File: src/design/isr_pkg.sv
// Shared types and constants for the interval_set_reserve block.
// No dependencies; imported by the controller, datapath, top level, checker and testbench.
package isr_pkg;

  localparam int LIMIT_W = 20;
  localparam int TOTAL_W = 20;
  localparam int USED_W  = 8;
  localparam int STAT_W  = 3;

  localparam logic [LIMIT_W-1:0] LIMIT_RESET = 20'd100000;

  // Result status codes
  localparam logic [STAT_W-1:0] ST_OK      = 3'd0;
  localparam logic [STAT_W-1:0] ST_OVERLAP = 3'd1;
  localparam logic [STAT_W-1:0] ST_LIMIT   = 3'd2;
  localparam logic [STAT_W-1:0] ST_FULL    = 3'd3;
  localparam logic [STAT_W-1:0] ST_ORDER   = 3'd4;

  typedef enum logic [2:0] {
    S_IDLE,
    S_CHECK,
    S_SCAN,
    S_DECIDE,
    S_SHIFT,
    S_WRNEW
  } isr_state_t;

  // Controller to datapath
  typedef struct packed {
    logic              load;
    logic              init_scan;
    logic              scan;
    logic              merge_wr;
    logic              shift_rm;
    logic              shift_ins;
    logic              shift_run;
    logic              new_wr;
    logic              finish;
    logic [STAT_W-1:0] code;
  } isr_cmd_t;

  // Datapath to controller
  typedef struct packed {
    logic order_err;
    logic limit_err;
    logic empty;
    logic scan_done;
    logic overlap;
    logic join_l;
    logic join_r;
    logic full;
    logic shift_done;
  } isr_flags_t;

endpackage

File: src/design/isr_ctrl.sv
// Request sequencer: check, scan, merge or shift, then report.
// Depends on isr_pkg.
module isr_ctrl
  import isr_pkg::*;
(
  input  logic       clk,
  input  logic       rst_n,
  input  logic       start,
  input  isr_flags_t flags,
  output isr_cmd_t   cmd,
  output logic       busy
);

  isr_state_t state_r, state_nxt;

  // State register
  always_ff @(posedge clk) begin
    if (!rst_n) begin
      state_r <= S_IDLE;
    end else begin
      state_r <= state_nxt;
    end
  end

  // Next state and commands
  always_comb begin
    state_nxt = state_r;
    cmd       = '0;
    cmd.code  = ST_OK;
    case (state_r)
      S_IDLE: begin
        if (start) begin
          cmd.load  = 1'b1;
          state_nxt = S_CHECK;
        end
      end
      S_CHECK: begin
        if (flags.order_err) begin
          cmd.finish = 1'b1;
          cmd.code   = ST_ORDER;
          state_nxt  = S_IDLE;
        end else if (flags.limit_err) begin
          cmd.finish = 1'b1;
          cmd.code   = ST_LIMIT;
          state_nxt  = S_IDLE;
        end else begin
          cmd.init_scan = 1'b1;
          state_nxt     = flags.empty ? S_DECIDE : S_SCAN;
        end
      end
      S_SCAN: begin
        cmd.scan = 1'b1;
        if (flags.scan_done) begin
          state_nxt = S_DECIDE;
        end
      end
      S_DECIDE: begin
        if (flags.overlap) begin
          cmd.finish = 1'b1;
          cmd.code   = ST_OVERLAP;
          state_nxt  = S_IDLE;
        end else if (flags.join_l && flags.join_r) begin
          cmd.merge_wr = 1'b1;
          cmd.shift_rm = 1'b1;
          state_nxt    = S_SHIFT;
        end else if (flags.join_l || flags.join_r) begin
          cmd.merge_wr = 1'b1;
          cmd.finish   = 1'b1;
          state_nxt    = S_IDLE;
        end else if (flags.full) begin
          cmd.finish = 1'b1;
          cmd.code   = ST_FULL;
          state_nxt  = S_IDLE;
        end else begin
          cmd.shift_ins = 1'b1;
          state_nxt     = S_SHIFT;
        end
      end
      S_SHIFT: begin
        cmd.shift_run = 1'b1;
        if (flags.shift_done) begin
          if (flags.join_l) begin
            // bridge merge: removal done, report
            cmd.finish = 1'b1;
            state_nxt  = S_IDLE;
          end else begin
            state_nxt = S_WRNEW;
          end
        end
      end
      S_WRNEW: begin
        cmd.new_wr = 1'b1;
        cmd.finish = 1'b1;
        state_nxt  = S_IDLE;
      end
      default: begin
        state_nxt = S_IDLE;
      end
    endcase
  end

  assign busy = (state_r != S_IDLE);

endmodule

File: config.mk
export PLATFORM = sky130hd
export DESIGN_NAME = isr_ctrl
export DESIGN_NICKNAME = d
export VERILOG_FILES = /design/src/design/isr_pkg.sv /design/src/design/isr_ctrl.sv
export SDC_FILE = /design/constraint.sdc
export NUM_CORES = 1
export LEC_CHECK = 0
export ABC_AREA = 1
export BUFFER_PORTS_ARGS = -buffer_cell sky130_fd_sc_hd__buf_2
export CORE_AREA = 2 2 39 41
export DETAILED_ROUTE_END_ITERATION = 6
export DIE_AREA = 0 0 41 43
export PLACE_DENSITY = 0.64
export SYNTH_ARGS = -nofsm -noshare
export SYNTH_HDL_FRONTEND = slang
export SYNTH_SLANG_ARGS = --single-unit
File: constraint.sdc
create_clock -name clk -period 3.15 [get_ports clk]
set_clock_uncertainty 0.15 [all_clocks]
set_input_delay 0.7875 -clock clk [delete_from_list [all_inputs] [get_ports clk]]
set_output_delay 0.7875 -clock clk [all_outputs]
set_load 0.01 [all_outputs]
==> out/metrics.cfg <==
[placement]
numPortBuffers=24
placed_area_um2=468
place_ws_ns=0.656
place_hpwl_um=750
gp_congestion=0.779

[setup_path]
worstPathRequired_ns=2.21
crit_path_end_kind=output port
crit_chain=buf_2, nor2_1, nand2_1, o31ai_2, buf_2
crit_slowest_cell=o31ai_2
slowest_delay_ns=0.21
crit_fanout=4
crit_path_start_kind=input port
worstSetupPathType=in2out
crit_top_cell=buf_2
crit_family=buffers and inverters
worstPathBufferInverterCount=2
crit_arrival_ns=1.54

[clock_network]
cts.sinks=3
cts_buffer_depth=2
h-tree-depth=1
insertion_delay_ns=0.24
cts_tree=done
postCtsResizedCells=0
cts_inserted_buffers=3
clk_pin_slew_ns=0.04
postCtsSetupRepairBufs=0
cts_hold_buf=0
cts-root-buf=clkbuf_4

[die]
fp.coreArea_um2=1380
die_x_um=41
initial_core_util=0.237
die-area_um2=1760
ios=25
die_y_um=43
row_count=14

[cells_and_area]
n_antenna_cell=0
drive_above_1_share=0.416
top_regs=state_r (3)
area_delta_synth_final_pct=50.8
fin_nets=102
postLayoutCellArea_um2=494
regMostFlops=state_r
utilization=0.357
largest_reg_flops=3

[worst_hold_path]
hold_path.class=reg2reg

[detailed_routing]
via_count=457
post_drt_wl_per_cell_um=8.42
drt_first_pass_iters=4
viasPerCell=4.35
drt-initial-drc-count=8
finalWirelength_um=884
ant_nets=0
drc=0

[sta]
setup-tns-final_ns=0
rsz0062_at_grt=false
maxSlewViolCount=0
finalHoldViolations=0
fmax_ghz=0.403
timing.slew.headroom=0.812
setup_viol=0
worst_slack_ns=0.671
worstMarginPinSlew_ns=0.281
finalCriticalPeriod_ns=2.48
period_share=0.787

[synth]
synth-seq-cells=3
yosysWarnings=0
synth.distinct_cells=14
synth_top_area_frac=0.183
synth_edf_count=0
synth-async-reset-ratio=0
synth_area_leaders=dfxtp_1 (18%), nor2_1 (17%), nand2_1 (13%), inv_1 (11%), nand3_1 (11%)
syn_avg_cell_area_um2=5.37
syn_inst=61
synth_ff_type=dfxtp_1
ys_seq_area_frac=0.183
syn-cell-area_um2=328
syn_nets=73
netlist_top_cells_count=nor2_1 (15), nand2_1 (11), inv_1 (10)
synth_most_common_cell=nor2_1
yosysTopAreaCell=dfxtp_1

[grt]
overflow=0
antenna_found_initial=0
grt.total_usage=0.109
grt_pass1_vias=341
grt_pass1_wl_um=1340
grt_max_degree=8

[job]
max_cap_viol_count=0

[pwr]
p_total_mw=0.156
peakVddDrop_v=0.000166
power_per_cell_area_nw_per_um2=315
leakage_nw=0.300

[status]
outcome=finished, final reports clean

final timing paths:
kind | start | cells after the start | end | slack [ns]
worst max register to register | state_r[1] | 6 | state_r[2] | 1.92
worst min-delay path | state_r[2] | 2 | state_r[2] | 0.40
worst max-delay path | flags[3] | 5 | cmd[1] | 0.67
worst min register to register | state_r[2] | 2 | state_r[2] | 0.40
worst register-to-register path: stages (launching register included):
cell     delay, ns
dfxtp_1       0.47
inv_2         0.11
nor2_2        0.15
nand2_1       0.07
nand2_1       0.07
nand2_1       0.06
a21oi_2       0.10
power by group:
part / total, mW / internal, mW / switching [mW] / leakage [nW]
clock network: 0.0686 / 0.0475 / 0.0211 / 0.0150
registers: 0.0434 / 0.0401 / 0.00329 / 0.0245
logic: 0.0437 / 0.0182 / 0.0255 / 0.261
total: 0.156 / 0.106 / 0.0499 / 0.300
metrics by stage:
stage	hold WS [ns]	cells
2_1_floorplan	0.360	61
3_3_place_gp	0.389	101
3_5_place_dp	0.399	101
4_1_cts	0.404	105
5_1_grt	0.418	105
6_report	0.405	105
final cells by class:
type | instances | area [um^2]
clock buffer | 4 | 26.3
fill | 163 | 890
inverter | 12 | 45.0
multi-input combinational | 46 | 223
sequential | 3 | 60.1
tap | 16 | 20.0
timing repair buffer | 24 | 120
metal layers:
metal	wire length [um]	track usage	up-vias
met5	0	0	-
met4	0	0.0200	0
met3	55	0.0471	0
met2	414	0.150	13
met1	415	0.157	196
li1	-	-	248
cells by family (layout without fill, tap and decap cells):
family	Yosys count	count (layout)	synth area share
AO/OA/AOI/OAI	4	4	0.103
buffers and inverters	12	40	0.137
flip-flops	3	3	0.183
AND/OR/NAND/NOR	42	42	0.576
placed cells by master (no fill, tap or decap):
master and instances:
a21oi_1 1, buf_2 24, nand2_1 11, nand2_2 2, clkbuf_4 3, nor2_1 15
nor3_1 3, a21oi_2 1, nand3_1 7, nor3_2 1, inv_2 2, nor2_2 3
inv_1 10, clkbuf_1 1, o211ai_1 1, dfxtp_1 3, o31ai_2 1
Power figures use the tool's default switching activity.
